`src/u16u8_pkg.sv`:
```
// shared types, constants and the utf-8 byte builder for the utf-16 to utf-8 transcoder
// no dependencies; imported by every module of the block
package u16u8_pkg;

	// result status codes
	localparam logic [1:0] ST_OK          = 2'd0;
	localparam logic [1:0] ST_TRUNC_DATA  = 2'd1;
	localparam logic [1:0] ST_TRUNC_SURR  = 2'd2;
	localparam logic [1:0] ST_BAD_SURR    = 2'd3;

	// stream start tracking codes
	localparam logic [1:0] START_IDLE = 2'd0;
	localparam logic [1:0] START_ONE  = 2'd1;
	localparam logic [1:0] START_PAST = 2'd2;

	// byte order mark bytes
	localparam logic [7:0] BOM_FF = 8'hff;
	localparam logic [7:0] BOM_FE = 8'hfe;

	// top six bits of a surrogate code unit
	localparam logic [5:0] HIGH_SURR_TAG = 6'b110110;
	localparam logic [5:0] LOW_SURR_TAG  = 6'b110111;

	// supplementary plane offset, added to the ten high payload bits that sit above the ten low ones
	localparam logic [10:0] SUPP_OFFSET = 11'h040;

	// utf-8 lengths minus one
	localparam logic [1:0] LEN_1 = 2'd0;
	localparam logic [1:0] LEN_2 = 2'd1;
	localparam logic [1:0] LEN_3 = 2'd2;
	localparam logic [1:0] LEN_4 = 2'd3;

	localparam int QUEUE_DEPTH = 4;
	localparam int QPTR_W      = $clog2(QUEUE_DEPTH);

	// one job handed from the front to the back
	typedef struct packed {
		logic [20:0] cp;
		logic [1:0]  len_m1;
		logic        is_status;
		logic [1:0]  status;
		logic        done;
	} job_t;

	// byte number idx of the utf-8 form of cp
	function automatic logic [7:0] utf8_byte(input logic [20:0] cp, input logic [1:0] len_m1,
		input logic [1:0] idx);
		logic [7:0] b;
		b = 8'h00;
		unique case (len_m1)
			LEN_1: b = {1'b0, cp[6:0]};
			LEN_2: begin
				if (idx == 2'd0) b = {3'b110, cp[10:6]};
				else             b = {2'b10, cp[5:0]};
			end
			LEN_3: begin
				unique case (idx)
					2'd0:    b = {4'b1110, cp[15:12]};
					2'd1:    b = {2'b10, cp[11:6]};
					default: b = {2'b10, cp[5:0]};
				endcase
			end
			default: begin
				unique case (idx)
					2'd0: b = {5'b11110, cp[20:18]};
					2'd1: b = {2'b10, cp[17:12]};
					2'd2: b = {2'b10, cp[11:6]};
					default: b = {2'b10, cp[5:0]};
				endcase
			end
		endcase
		return b;
	endfunction

endpackage

```
`src/u16u8_front.sv`:
```
// front part: byte pairing, byte order mark, surrogate joining and error tracking
// depends on u16u8_pkg; pushes one job per input byte that causes any result
module u16u8_front (
	input  logic              clk,
	input  logic              arst_n,
	input  logic              s_tvalid,
	output logic              s_tready,
	input  logic [7:0]        s_tdata,   // in_byte
	input  logic              s_tlast,   // in_last
	input  logic              queue_full,
	output logic              push,
	output u16u8_pkg::job_t   push_job
);
	import u16u8_pkg::*;

	logic [1:0]  start_q, start_n;
	logic [7:0]  held_q, held_n;
	logic        byte_held_q, byte_held_n;
	logic        big_q, big_n;
	logic [9:0]  hbits_q, hbits_n;
	logic        hp_q, hp_n;
	logic        failed_q, failed_n;
	logic [1:0]  fcode_q, fcode_n;

	assign s_tready = !queue_full;

	// per-byte decode and next state
	always_comb begin
		logic        acc;
		logic        mark;
		logic [15:0] u;
		logic        is_high;
		logic        is_low;
		logic [1:0]  code;
		logic [20:0] cp;
		acc         = s_tvalid && s_tready;
		mark        = 1'b0;
		u           = big_q ? {held_q, s_tdata} : {s_tdata, held_q};
		is_high     = (u[15:10] == HIGH_SURR_TAG);
		is_low      = (u[15:10] == LOW_SURR_TAG);
		code        = ST_OK;
		cp          = {5'd0, u};
		start_n     = start_q;
		held_n      = held_q;
		byte_held_n = byte_held_q;
		big_n       = big_q;
		hbits_n     = hbits_q;
		hp_n        = hp_q;
		failed_n    = failed_q;
		fcode_n     = fcode_q;
		push        = 1'b0;
		push_job    = '0;
		if (acc) begin
			if (!failed_q) begin
				if (!byte_held_q) begin
					held_n      = s_tdata;
					byte_held_n = 1'b1;
					if (start_q == START_IDLE) start_n = START_ONE;
				end else begin
					byte_held_n = 1'b0;
					if (start_q == START_ONE) begin
						start_n = START_PAST;
						if (held_q == BOM_FF && s_tdata == BOM_FE) begin
							mark = 1'b1;
						end else if (held_q == BOM_FE && s_tdata == BOM_FF) begin
							big_n = 1'b1;
							mark  = 1'b1;
						end
					end
					if (!mark) begin
						priority if (hp_q) begin
							hp_n    = 1'b0;
							hbits_n = '0;
							if (is_low) begin
								cp                 = {{1'b0, hbits_q} + SUPP_OFFSET, u[9:0]};
								push               = 1'b1;
								push_job.cp        = cp;
							end else begin
								failed_n           = 1'b1;
								fcode_n            = ST_BAD_SURR;
								push               = 1'b1;
								push_job.is_status = 1'b1;
								push_job.status    = ST_BAD_SURR;
							end
						end else if (is_high) begin
							hbits_n = u[9:0];
							hp_n    = 1'b1;
						end else if (is_low) begin
							failed_n           = 1'b1;
							fcode_n            = ST_BAD_SURR;
							push               = 1'b1;
							push_job.is_status = 1'b1;
							push_job.status    = ST_BAD_SURR;
						end else begin
							push        = 1'b1;
							push_job.cp = cp;
						end
					end
				end
			end
			// utf-8 length of a data job
			priority if (push_job.cp[20:7] == '0)  push_job.len_m1 = LEN_1;
			else if (push_job.cp[20:11] == '0)     push_job.len_m1 = LEN_2;
			else if (push_job.cp[20:16] == '0)     push_job.len_m1 = LEN_3;
			else                                   push_job.len_m1 = LEN_4;
			// stream end: final status and return to reset state
			if (s_tlast) begin
				if (failed_n) begin
					if (failed_q || !push) begin
						push_job           = '0;
						push_job.is_status = 1'b1;
						push_job.status    = fcode_n;
					end
				end else begin
					code = byte_held_n ? ST_TRUNC_DATA : (hp_n ? ST_TRUNC_SURR : ST_OK);
					if (code != ST_OK || !push) begin
						push_job           = '0;
						push_job.is_status = 1'b1;
						push_job.status    = code;
					end
				end
				push          = 1'b1;
				push_job.done = 1'b1;
				start_n       = START_IDLE;
				held_n        = '0;
				byte_held_n   = 1'b0;
				big_n         = 1'b0;
				hbits_n       = '0;
				hp_n          = 1'b0;
				failed_n      = 1'b0;
				fcode_n       = ST_OK;
			end
		end
	end

	// stream state
	always_ff @(posedge clk or negedge arst_n) begin
		if (!arst_n) begin
			start_q     <= START_IDLE;
			held_q      <= '0;
			byte_held_q <= 1'b0;
			big_q       <= 1'b0;
			hbits_q     <= '0;
			hp_q        <= 1'b0;
			failed_q    <= 1'b0;
			fcode_q     <= ST_OK;
		end else begin
			start_q     <= start_n;
			held_q      <= held_n;
			byte_held_q <= byte_held_n;
			big_q       <= big_n;
			hbits_q     <= hbits_n;
			hp_q        <= hp_n;
			failed_q    <= failed_n;
			fcode_q     <= fcode_n;
		end
	end

endmodule

```
`src/u16u8_queue.sv`:
```
// short job queue between the front and the back
// depends on u16u8_pkg for job_t and the queue depth
module u16u8_queue (
	input  logic              clk,
	input  logic              arst_n,
	input  logic              push,
	input  u16u8_pkg::job_t   push_job,
	output logic              full,
	input  logic              pop,
	output logic              head_valid,
	output u16u8_pkg::job_t   head_job
);
	import u16u8_pkg::*;

	job_t              mem_q [QUEUE_DEPTH];
	logic [QPTR_W-1:0] wr_q;
	logic [QPTR_W-1:0] rd_q;
	logic [QPTR_W:0]   count_q;

	localparam logic [QPTR_W:0] DEPTH_CNT = QUEUE_DEPTH[QPTR_W:0];

	assign full       = (count_q == DEPTH_CNT);
	assign head_valid = (count_q != '0);
	assign head_job   = mem_q[rd_q];

	// storage
	always_ff @(posedge clk) begin
		if (push) mem_q[wr_q] <= push_job;
	end

	// pointers and fill count
	always_ff @(posedge clk or negedge arst_n) begin
		if (!arst_n) begin
			wr_q    <= '0;
			rd_q    <= '0;
			count_q <= '0;
		end else begin
			if (push) wr_q <= wr_q + 1'b1;
			if (pop)  rd_q <= rd_q + 1'b1;
			unique case ({push, pop})
				2'b10:   count_q <= count_q + 1'b1;
				2'b01:   count_q <= count_q - 1'b1;
				default: count_q <= count_q;
			endcase
		end
	end

endmodule

```
`src/u16u8_back.sv`:
```
// back part: expands each job into utf-8 bytes or one status word
// depends on u16u8_pkg; drives the registered output channel
module u16u8_back (
	input  logic              clk,
	input  logic              arst_n,
	input  logic              head_valid,
	input  u16u8_pkg::job_t   head_job,
	output logic              pop,
	output logic              m_tvalid,
	input  logic              m_tready,
	output logic [7:0]        m_tdata,   // out_byte
	output logic              m_tlast,   // stream_done
	output logic [3:0]        m_tuser    // byte_valid, run_last, status[1:0]
);
	import u16u8_pkg::*;

	logic [1:0] idx_q;
	logic       load;
	logic       job_end;

	// last word of the current job
	assign job_end = head_job.is_status || (idx_q == head_job.len_m1);
	assign load    = head_valid && (!m_tvalid || m_tready);
	assign pop     = load && job_end;

	// byte position within the job
	always_ff @(posedge clk or negedge arst_n) begin
		if (!arst_n) begin
			idx_q <= '0;
		end else if (load) begin
			idx_q <= job_end ? 2'd0 : idx_q + 1'b1;
		end
	end

	// output register
	always_ff @(posedge clk or negedge arst_n) begin
		if (!arst_n) begin
			m_tvalid <= 1'b0;
		end else if (load) begin
			m_tvalid <= 1'b1;
		end else if (m_tready) begin
			m_tvalid <= 1'b0;
		end
	end

	always_ff @(posedge clk) begin
		if (load) begin
			m_tdata    <= head_job.is_status ? 8'h00
				: utf8_byte(head_job.cp, head_job.len_m1, idx_q);
			m_tuser[0] <= !head_job.is_status;
			m_tuser[1] <= job_end;
			m_tuser[3:2] <= head_job.is_status ? head_job.status : ST_OK;
			m_tlast    <= job_end && head_job.done;
		end
	end

endmodule

```
`src/utf16_to_utf8_transcoder.sv`:
```
// channel  dir  tdata        tuser                                tlast
// s_*      in   in_byte      -                                    in_last
// m_*      out  out_byte     byte_valid, run_last, status[1:0]    stream_done
//
// an input byte is taken whenever the job queue has room; the back end, with its
// single-word output port, sends one result per cycle unless the output stalls.
// reset clears all stream state and the queue at once; there is no clearing pass.
// output stalls fill the four-entry queue and only then hold off input.
module utf16_to_utf8_transcoder (
	input  logic       clk,
	input  logic       arst_n,
	input  logic       s_tvalid,
	output logic       s_tready,
	input  logic [7:0] s_tdata,   // in_byte
	input  logic       s_tlast,   // in_last
	output logic       m_tvalid,
	input  logic       m_tready,
	output logic [7:0] m_tdata,   // out_byte
	output logic       m_tlast,   // stream_done
	output logic [3:0] m_tuser    // byte_valid, run_last, status[1:0]
);
	import u16u8_pkg::*;

	logic queue_full;
	logic push;
	job_t push_job;
	logic pop;
	logic head_valid;
	job_t head_job;

	// decode
	u16u8_front u_front (
		.clk        (clk),
		.arst_n     (arst_n),
		.s_tvalid   (s_tvalid),
		.s_tready   (s_tready),
		.s_tdata    (s_tdata),
		.s_tlast    (s_tlast),
		.queue_full (queue_full),
		.push       (push),
		.push_job   (push_job)
	);

	// job queue
	u16u8_queue u_queue (
		.clk        (clk),
		.arst_n     (arst_n),
		.push       (push),
		.push_job   (push_job),
		.full       (queue_full),
		.pop        (pop),
		.head_valid (head_valid),
		.head_job   (head_job)
	);

	// encode
	u16u8_back u_back (
		.clk        (clk),
		.arst_n     (arst_n),
		.head_valid (head_valid),
		.head_job   (head_job),
		.pop        (pop),
		.m_tvalid   (m_tvalid),
		.m_tready   (m_tready),
		.m_tdata    (m_tdata),
		.m_tlast    (m_tlast),
		.m_tuser    (m_tuser)
	);

endmodule
```
`config.mk`:
```
export PLATFORM = sky130hd
export DESIGN_NAME = utf16_to_utf8_transcoder
export DESIGN_NICKNAME = d
export VERILOG_FILES = /design/src/u16u8_pkg.sv /design/src/u16u8_front.sv /design/src/u16u8_queue.sv /design/src/u16u8_back.sv /design/src/utf16_to_utf8_transcoder.sv
export SDC_FILE = /design/constraint.sdc
export NUM_CORES = 1
export LEC_CHECK = 0
export BUFFER_PORTS_ARGS = -buffer_cell sky130_fd_sc_hd__buf_2
export CORE_UTILIZATION = 35
export CTS_CLUSTER_DIAMETER = 100
export CTS_CLUSTER_SIZE = 12
export DETAILED_ROUTE_END_ITERATION = 6
export GPL_ROUTABILITY_DRIVEN = 0
export PLACE_DENSITY_LB_ADDON = 0.05
export REMOVE_ABC_BUFFERS = 1
export SLEW_MARGIN = 20
export SYNTH_ARGS = -nofsm -noshare
export SYNTH_HDL_FRONTEND = slang
export SYNTH_SLANG_ARGS = --single-unit
```
`constraint.sdc`:
```
create_clock -name clk -period 3 [get_ports clk]
set_input_delay 0.45 -clock clk [delete_from_list [all_inputs] [get_ports clk]]
set_output_delay 0.45 -clock clk [all_outputs]
set_load 0.05 [all_outputs]
```
==> impl_metrics.toml, run 1 <==
[run_status]
status = "completed"

[worst_setup_path]
critPathLaunch = "u_front.held_q[2]$_DFFE_PN0P_"
reg2regPathDepth = 13
slowest_delay_ns = 0.43
crit_fanout = 6
crit_type = "reg -> reg"
endpoint = "u_queue.count_q[2]$_DFFE_PN0P_"
crit_chain = "nand4_1 > nor4_2 > buf_4 > a311oi_2 > nor2b_1 > o21a_4 > inv_1 > ha_1 > inv_1 > fa_1 > xor2_1 > nor2_1 > xor2_1"
cp.arrival_ns = 3.06
ff2ff_setup_slack_ns = 0.29
worstSetupEndpointType = "register"
timing.rr.start = "u_front.held_q[2]$_DFFE_PN0P_"
setup.worst_path.start_class = "register"
critPathSlowestCell = "dfrtp_1"
r2r-end = "u_queue.count_q[2]$_DFFE_PN0P_"
critPathRequiredTime_ns = 3.35

[global_route]
antenna_found_initial = 0
grt_max_degree = 37
grt_pass1_wl_um = 26050
grt-ovfl-total = 0
grtUsageTotal_pct = 16.56
grt_pass1_vias = 4492

[clocking]
cts_tree = "yes"
cts-resized-gates = 0
cts_buffers = 17
clock_latency_ns = 0.42
cts_root_buf = "clkbuf_16"
cts_max_path_buffers = 2
clkTransAtPathRegs_ns = 0.06
cts_max_level = 4
clock-sinks = 157

[sta]
fin_setup_tns_ns = 0
finalMaxSlewViolations = 0
finalHoldViolations = 0
fin_ws_ns = 0.2885
setup_violations = 0
slew_headroom_pct = 38.68
period_share_pct = 90.38
rsz0062_at_grt = "false"
max_freq_ghz = 0.3688
post-route-min-period_ns = 2.711
tightest_slew_ns = 0.9198
finClkSkew_ns = 0.007851

[yosys]
yosysSeqAreaShare_pct = 62.52
synth_area_leaders = "edfxtp_1 (50%), dfrtp_1 (12%), mux4_2 (8.4%)"
async_flop_share_pct = 22.93
synth_ff_type = "edfxtp_1"
synth_top_cell_by_area = "edfxtp_1"
synth_cells = 513
ys_types = 66
synth.top_cell.area_share_pct = 50.09
yosys_warnings = 0
ys_ff_latch = 157
synth_most_common_cell = "edfxtp_1"
synthTopCellsByCount = "edfxtp_1 (121), nor2_1 (43), dfrtp_1 (36)"
synth.cell_area_um2 = 7253
syn_area_per_cell_um2 = 14.14
synth_edf_count = 121

[layout]
register_area_um2 = 4536
multi_input_area_um2 = 2507
fill_cells = 1920
layout.nets = 574
drive_gt1_share_pct = 23.09
area_growth_syn_to_layout_pct = 14.32
diodes = 0

[die]
start_util_pct = 35.73
die-area_um2 = 21300
die_w_um = 146.0
fp.dieH_um = 146.0
core.rowCount = 52
coreArea_um2 = 20300
io_pins = 28

[power_and_ir_drop]
p_clk_share_pct = 23.5
p_leak_uw = 0.002935
power.switching_uw = 3287
pwr-share-comb_pct = 38.7
ir_worst_vdd_v = 0.0005202
cellPowerDensity_nw_per_um2 = 1051
p_sw_share_pct = 37.72
total_power_uw = 8714
sequentialPowerShare_pct = 37.8
internal_power_uw = 5427

[routing]
wirelength_um = 16490
ant_nets = 0
vias_per_cell = 5.258
vias = 4380
drc = 0
first_iter_violations = 184
wl_per_cell_um = 19.80
firstDrtPassIters = 4

[flow_run]
cap_violations = 0

[placed_design]
post-place-ws_ns = 0.1185
dpl.hpwl_um = 11340
io_buffer_count = 27

[hold_path]
holdCritPathClass = "in -> async"
-- worst max-delay path: cells and delay by family (launching register included) --
| kind | cells | cell delay (ns) |
|---|---|---|
| DFF | 1 | 0.43 |
| buffers and inverters | 3 | 0.31 |
| AOI/OAI and AO/OA | 2 | 0.29 |
| xor gates and xnor gates | 2 | 0.30 |
| adders and majority gates | 2 | 0.61 |
| and+or+nand+nor | 4 | 0.71 |
-- cells by family after synthesis --
logic type / count (synthesis) / share of synthesized area [%]
flip-flops: 157 / 62.51
AND/OR/NAND/NOR: 124 / 8.366
AO/OA/AOI/OAI: 118 / 11.61
multiplexers: 46 / 11.14
buffers and inverters: 45 / 2.915
XOR/XNOR: 12 / 1.449
adder cells (fa/ha/maj): 11 / 2.001
-- cells in the final DEF (no fill, tap or decap), types with 3 or more instances in the layout --
cell type	n
a21o_1	3
a21oi_1	21
a221oi_1	3
a222oi_1	3
a22o_1	4
a22oi_1	14
a31oi_1	5
and2_1	3
and2_2	5
and3_1	3
buf_2	27
buf_4	20
clkbuf_16	17
clkinv_4	5
dfrtp_1	35
edfxtp_1	121
ha_1	10
inv_1	16
inv_6	3
mux2i_1	17
mux4_2	27
nand2_1	28
nand3_1	8
nor2_1	43
nor2b_1	6
nor3_1	9
o21a_1	3
o21ai_0	28
o41ai_1	11
or2_2	4
xnor2_1	7
xor2_1	5
-- metrics by stage --
step	util [%]	hold WS, ns	cell area, µm²	std cells
after floorplan	-	0.1544	7102	484
after global placement	38.02	0.4924	7719	800
after detailed placement	38.02	0.4934	7719	800
after CTS	40.81	0.1712	8284	832
after global routing	40.85	0.2034	8292	833
final	40.85	0.1628	8292	833
-- layer usage --
metal / share of wire [%] / vias up / global-route usage, %
li1: - / 2070 / -
met1: 46 / 2210 / 21.73
met2: 49 / 82 / 27.13
met3: 3.3 / 18 / 3.574
met4: 1.3 / 0 / 5.789
met5: 0 / - / 0
-- registers in the layout, indices dropped and copies added (netlist names) --
| signal | flops |
|---|---|
| u_front.fcode_q | 2 |
| u_back.m_tvalid | 1 |
| u_front.start_q | 2 |
| u_front.hp_q | 1 |
| u_front.hbits_q | 10 |
| u_queue.mem_q | 108 |
| u_front.failed_q | 1 |
| u_back.m_tlast | 1 |
| u_front.held_q | 8 |
| u_queue.wr_q | 2 |
| u_front.big_q | 1 |
| u_back.m_tuser | 4 |
| u_queue.count_q | 3 |
| u_back.m_tdata | 8 |
| u_back.idx_q | 2 |
| u_front.byte_held_q | 1 |
| u_queue.rd_q | 2 |
-- layout make-up --
cell class	instances	area share [%]
sequential	157	54.70
timing repair buffer	47	3.440
multi-input combinational	311	30.24
inverter	16	0.7243
clock buffer	17	5.131
tap	270	4.074
clock inverter	15	1.690
-- repair_timing --
action / in CTS / in global routing
hold buffers: 0 / 0
buffers inserted: 0 / 1
endpoints found under the setup margin: 0 / 1
hold endpoints to repair: 0 / 0
-- power groups by stage --
stage | clock, µW | sequential [µW] | combinational (µW)
after global placement | 0 | 3340 | 3400
after floorplan | 0 | 3720 | 1960
after detailed placement | 0 | 3350 | 3400
final | 2050 | 3290 | 3370
after global routing | 2200 | 3360 | 3740
after CTS | 2120 | 3310 | 3410
-- how the worst min path moves through the flow --
stage	slack, ns	startpoint	endpoint	cells past startpoint
5_1_grt	0.20	arst_n	u_queue.rd_q[1]$_DFFE_PN0P_	1
4_1_cts	0.17	arst_n	u_back.idx_q[0]$_DFFE_PN0P_	1
3_5_place_dp	0.49	u_front.fcode_q[1]$_DFFE_PN0P_	u_front.fcode_q[1]$_DFFE_PN0P_	1
3_3_place_gp	0.49	u_front.fcode_q[0]$_DFFE_PN0P_	u_front.fcode_q[0]$_DFFE_PN0P_	1
6_report	0.16	arst_n	u_back.idx_q[1]$_DFFE_PN0P_	1
2_1_floorplan	0.15	arst_n	u_back.idx_q[0]$_DFFE_PN0P_	0
Note: power is estimated with default switching activity, not from simulation.
==> run 2, diff against run 1 <==
Settings changed: CTS_BUF_LIST from default to sky130_fd_sc_hd__clkbuf_8, GPL_TIMING_DRIVEN from default to 0, SETUP_SLACK_MARGIN from default to 0.15.
==> impl_metrics.toml, run 2 (synthesized netlist as in run 1, its figures left out) <==
[layout]
diodes = 0
largest_reg_flops = 108
top_regs = "u_queue.mem_q x108, u_front.hbits_q x10"
area_growth_syn_to_layout_pct = 15.34
layout.nets = 584
top_register = "u_queue.mem_q"
drive_gt1_share_pct = 26.53
final_cell_mix = "edfxtp_1 (121), nor2_1 (43), dfrtp_1 (30)"
final_common_cell = "edfxtp_1"

[routing]
ant_nets = 0
vias = 4492
firstDrtPassIters = 6
vias_per_cell = 5.329
drc = 0
wirelength_um = 17330
first_iter_violations = 293
wl_per_cell_um = 20.56

[sta]
tightest_slew_ns = 0.9537
finalHoldViolations = 0
post-route-min-period_ns = 2.728
max_freq_ghz = 0.3666
setup_violations = 0
period_share_pct = 90.93
fin_setup_tns_ns = 0
slew_headroom_pct = 36.42
rsz0062_at_grt = "false"
finClkSkew_ns = 0.01275
finalMaxSlewViolations = 0

[clocking]
clkTransAtPathRegs_ns = 0.09
cts_tree = "yes"
cts_max_path_buffers = 2
clock-sinks = 157
hold_buffers = 0
clock_latency_ns = 0.45
cts_buffers = 17
cts_root_buf = "clkbuf_8"
cts_max_level = 4

[worst_setup_path]
critPathRequiredTime_ns = 3.38
setup.worst_path.start_class = "register"
crit_type = "reg -> reg"
worstSetupEndpointType = "register"
ff2ff_setup_slack_ns = 0.27
cp.arrival_ns = 3.11
crit_fanout = 4

[placed_design]
io_buffer_count = 27
dpl.hpwl_um = 10620

[die]
io_pins = 28
core.rowCount = 52
die_w_um = 146.0
start_util_pct = 35.73
fp.dieH_um = 146.0
coreArea_um2 = 20300
die-area_um2 = 21300

[global_route]
antenna_found_initial = 0
grt_max_degree = 37
grtUsageTotal_pct = 17.16
grt-ovfl-total = 0
grt_pass1_wl_um = 26890
grtUsageMet3_pct = 3.323
grtUsageMet2_pct = 28.37
grt-busiest-layer = "met2"
grt_pass1_vias = 4610
met1_usage_pct = 22.54

[run_status]
status = "completed"

[power_and_ir_drop]
p_leak_uw = 0.002951
ir_worst_vdd_v = 0.0003132
cellPowerDensity_nw_per_um2 = 1033
total_power_uw = 8642

[hold_path]
holdCritPathClass = "in -> async"

[flow_run]
cap_violations = 0
## run 2: area by class of cell
class | instances | area, µm²
clock buffer | 17 | 234.0
clock inverter | 15 | 183.9
fill | 1918 | 11930
inverter | 16 | 60.06
multi-input combinational | 312 | 2621
sequential | 157 | 4547
tap | 270 | 337.8
timing repair buffer | 56 | 381.6
## run 2: critical path: stages (launching register included)
cell,delay [ns]
dfrtp_4,0.51
buf_12,0.14
mux4_2,0.49
xnor2_2,0.24
a21oi_4,0.11
nor2_4,0.11
ha_2,0.19
inv_1,0.06
fa_2,0.38
xor2_1,0.14
nor2_1,0.13
xor2_1,0.15
## run 2: final timing paths
| path | from | end | cells past startpoint |
|---|---|---|---|
| min | arst_n | u_back.m_tvalid$_DFFE_PN0P_ | 1 |
| min in group clk | m_tready | u_back.m_tvalid$_DFFE_PN0P_ | 3 |
| max in group asynchronous | arst_n | u_front.big_q$_DFFE_PN0P_ | 1 |
| max | u_queue.rd_q[0]$_DFFE_PN0P_ | u_queue.count_q[2]$_DFFE_PN0P_ | 11 |
| min reg2reg | u_front.fcode_q[0]$_DFFE_PN0P_ | u_front.fcode_q[0]$_DFFE_PN0P_ | 1 |
| max reg2reg | u_queue.rd_q[0]$_DFFE_PN0P_ | u_queue.count_q[2]$_DFFE_PN0P_ | 11 |
## run 2: routing by layer
| layer | share of wire [%] | vias up | routed length [µm] |
|---|---|---|---|
| li1 | - | 2086 | - |
| met1 | 46 | 2295 | 7959 |
| met2 | 50 | 87 | 8595 |
| met3 | 2.8 | 24 | 487 |
| met4 | 1.7 | 0 | 287 |
| met5 | 0 | - | 0 |
## run 2: through the flow
| step | utilization, % | setup WS [ns] | hold WS [ns] | std cells | cell area, µm² |
|---|---|---|---|---|---|
| floorplan | - | -0.6344 | 0.1544 | 484 | 7102 |
| global placement | 37.32 | -1.516 | 0.4927 | 781 | 7575 |
| detailed placement | 37.54 | -0.7367 | 0.4929 | 783 | 7621 |
| CTS | 40.74 | 0.1579 | 0.1440 | 834 | 8269 |
| global route | 41.21 | 0.1526 | 0.1616 | 843 | 8366 |
| finish | 41.21 | 0.2721 | 0.1319 | 843 | 8366 |
## run 2: report_power, final
part | total, µW | internal, µW | switching, µW | leakage [µW]
sequential | 3300 | 2990 | 308 | 0.00160
combinational | 3670 | 1450 | 2220 | 0.00116
clock | 1680 | 836 | 840 | 0.000199
total | 8640 | 5280 | 3360 | 0.00295
## run 2: timing repair
action | 4_1_cts | 5_1_grt
resized for setup | 13 | 6
cloned | 1 | 0
buffers inserted | 18 | 9
endpoints found under the setup margin | 202 | 5
pin swaps | 8 | 8
==> run 3, diff against run 2 <==
Settings changed: ABC_CLOCK_PERIOD_IN_PS from default to 3000, CTS_BUF_LIST sky130_fd_sc_hd__clkbuf_8 to default.
==> impl_metrics.toml, run 3 (synthesized netlist as in run 1, its figures left out) <==
[power_and_ir_drop]
p_clk_share_pct = 24.3
p_sw_share_pct = 37.20
ir_worst_vdd_v = 0.0003839
pwr-share-comb_pct = 39.9
power.switching_uw = 3429
cellPowerDensity_nw_per_um2 = 1076
total_power_uw = 9218
internal_power_uw = 5789
p_leak_uw = 0.003040
sequentialPowerShare_pct = 35.8

[worst_setup_path]
critPathSlowestCell = "dfrtp_4"
slowest_delay_ns = 0.50
crit_top_cell = "xor2_1"
crit_chain = "buf_12 > mux4_2 > xnor2_2 > a21oi_4 > nor2_4 > ha_4 > inv_1 > fa_2 > xor2_1 > nor2_1 > xor2_1"
cp.arrival_ns = 3.05
crit_type = "reg -> reg"
ff2ff_setup_slack_ns = 0.29
setup.worst_path.start_class = "register"
critPathRequiredTime_ns = 3.35
crit_fanout = 5
worstSetupEndpointType = "register"

[layout]
area_growth_syn_to_layout_pct = 18.11
final_cell_mix = "edfxtp_1 (121), nor2_1 (43), dfrtp_1 (30)"
diodes = 0
register_area_um2 = 4547
fill_cells = 1899
drive_gt1_share_pct = 26.53
finalInstanceArea_um2 = 8567
multi_input_area_um2 = 2631
top_regs = "u_queue.mem_q x108, u_front.hbits_q x10"
final_common_cell = "edfxtp_1"
largest_reg_flops = 108
top_register = "u_queue.mem_q"
layout.nets = 584

[die]
start_util_pct = 35.73
coreArea_um2 = 20300
die_w_um = 146.0
core.rowCount = 52
io_pins = 28
die-area_um2 = 21300
fp.dieH_um = 146.0

[sta]
tightest_slew_ns = 0.9605
finalMaxSlewViolations = 0
slew_headroom_pct = 35.96
finalHoldViolations = 0
max_freq_ghz = 0.3696
finClkSkew_ns = 0.008639
fin_ws_ns = 0.2945
setup_violations = 0
period_share_pct = 90.18
post-route-min-period_ns = 2.706
holdWs_ns = 0.1672
rsz0062_at_grt = "false"

[global_route]
grt_max_degree = 37
grt-ovfl-total = 0
grtUsageTotal_pct = 17.04
grt_pass1_vias = 4572
grt_pass1_wl_um = 26750
antenna_found_initial = 0

[flow_run]
cap_violations = 0

[routing]
firstDrtPassIters = 5
first_iter_violations = 325
wirelength_um = 17090
drc = 0
ant_nets = 0
wl_per_cell_um = 20.27
vias = 4480
vias_per_cell = 5.314

[hold_path]
holdCritPathClass = "in -> async"

[clocking]
clkTransAtPathRegs_ns = 0.06
clock-sinks = 157
cts_max_path_buffers = 2
cts_tree = "yes"
cts_root_buf = "clkbuf_16"
cts_max_level = 4
cts_buffers = 17
clock_latency_ns = 0.42

[placed_design]
dpl.hpwl_um = 10620
post-place-ws_ns = -0.7367
io_buffer_count = 27
placed_area_um2 = 7621

[run_status]
status = "completed"
==> run 3: cell counts in the layout (fill, tap and decap cells not counted) <==
Identical to the previous run, type by type.
==> run 3: area by class of cell <==
type / count / share of cell area (%)
clock inverter: 15 / 2.147
tap: 270 / 3.943
timing repair buffer: 56 / 4.455
inverter: 16 / 0.7010
sequential: 157 / 53.07
clock buffer: 17 / 4.966
multi-input combinational: 312 / 30.71
==> run 3: metal layers <==
| metal | GRT usage [%] | vias up | wire length, µm |
|---|---|---|---|
| met5 | 0 | - | 0 |
| met4 | 5.895 | 0 | 255 |
| met3 | 3.072 | 20 | 479 |
| met2 | 27.92 | 91 | 8468 |
| met1 | 22.78 | 2285 | 7883 |
| li1 | - | 2084 | - |
==> run 3: repair_timing <==
item                       in CTS  in global routing
gates cloned                    1                  0
pin swaps                       4                  9
gates resized for setup        12                  8
buffers inserted               15                 12
hold endpoints to repair        0                  0
setup endpoints to repair     199                  6
hold buffers                    0                  0
==> run 3: path summary, 6_finish.rpt <==
path | cells after the start | start | to
max reg2reg | 11 | u_queue.rd_q[0]$_DFFE_PN0P_ | u_queue.count_q[2]$_DFFE_PN0P_
min in group clk | 3 | m_tready | u_back.m_tvalid$_DFFE_PN0P_
max in group asynchronous | 1 | arst_n | u_front.big_q$_DFFE_PN0P_
min reg2reg | 1 | u_front.fcode_q[0]$_DFFE_PN0P_ | u_front.fcode_q[0]$_DFFE_PN0P_
min | 1 | arst_n | u_back.m_tvalid$_DFFE_PN0P_
max | 11 | u_queue.rd_q[0]$_DFFE_PN0P_ | u_queue.count_q[2]$_DFFE_PN0P_
==> run 3: critical path: cells and delay by family, from the launching register on <==
| kind | cells | cell delay [ns] |
|---|---|---|
| buffers and inverters | 2 | 0.19 |
| adders and majority gates | 2 | 0.53 |
| DFF | 1 | 0.50 |
| and+or+nand+nor | 2 | 0.28 |
| AOI/OAI and AO/OA | 1 | 0.12 |
| xor gates and xnor gates | 3 | 0.52 |
| muxes | 1 | 0.49 |
==> run 3: power groups by stage <==
| stage | Sequential, µW | Clock, µW | Combinational [µW] |
|---|---|---|---|
| final | 3300 | 2240 | 3670 |
| after global routing | 3370 | 2380 | 4020 |
| after CTS | 3320 | 2290 | 3540 |
| after detailed placement | 3420 | 0 | 3250 |
| after global placement | 3540 | 0 | 3020 |
| after floorplan | 3720 | 0 | 1960 |
==> run 3: metrics by stage <==
stage / instances / setup TNS, ns / utilization, %
finish: 843 / 0 / 42.20
global route: 843 / 0 / 42.20
CTS: 831 / 0 / 41.56
detailed placement: 783 / -45.00 / 37.54
global placement: 781 / -59.68 / 37.32
floorplan: 484 / -1.271 / -
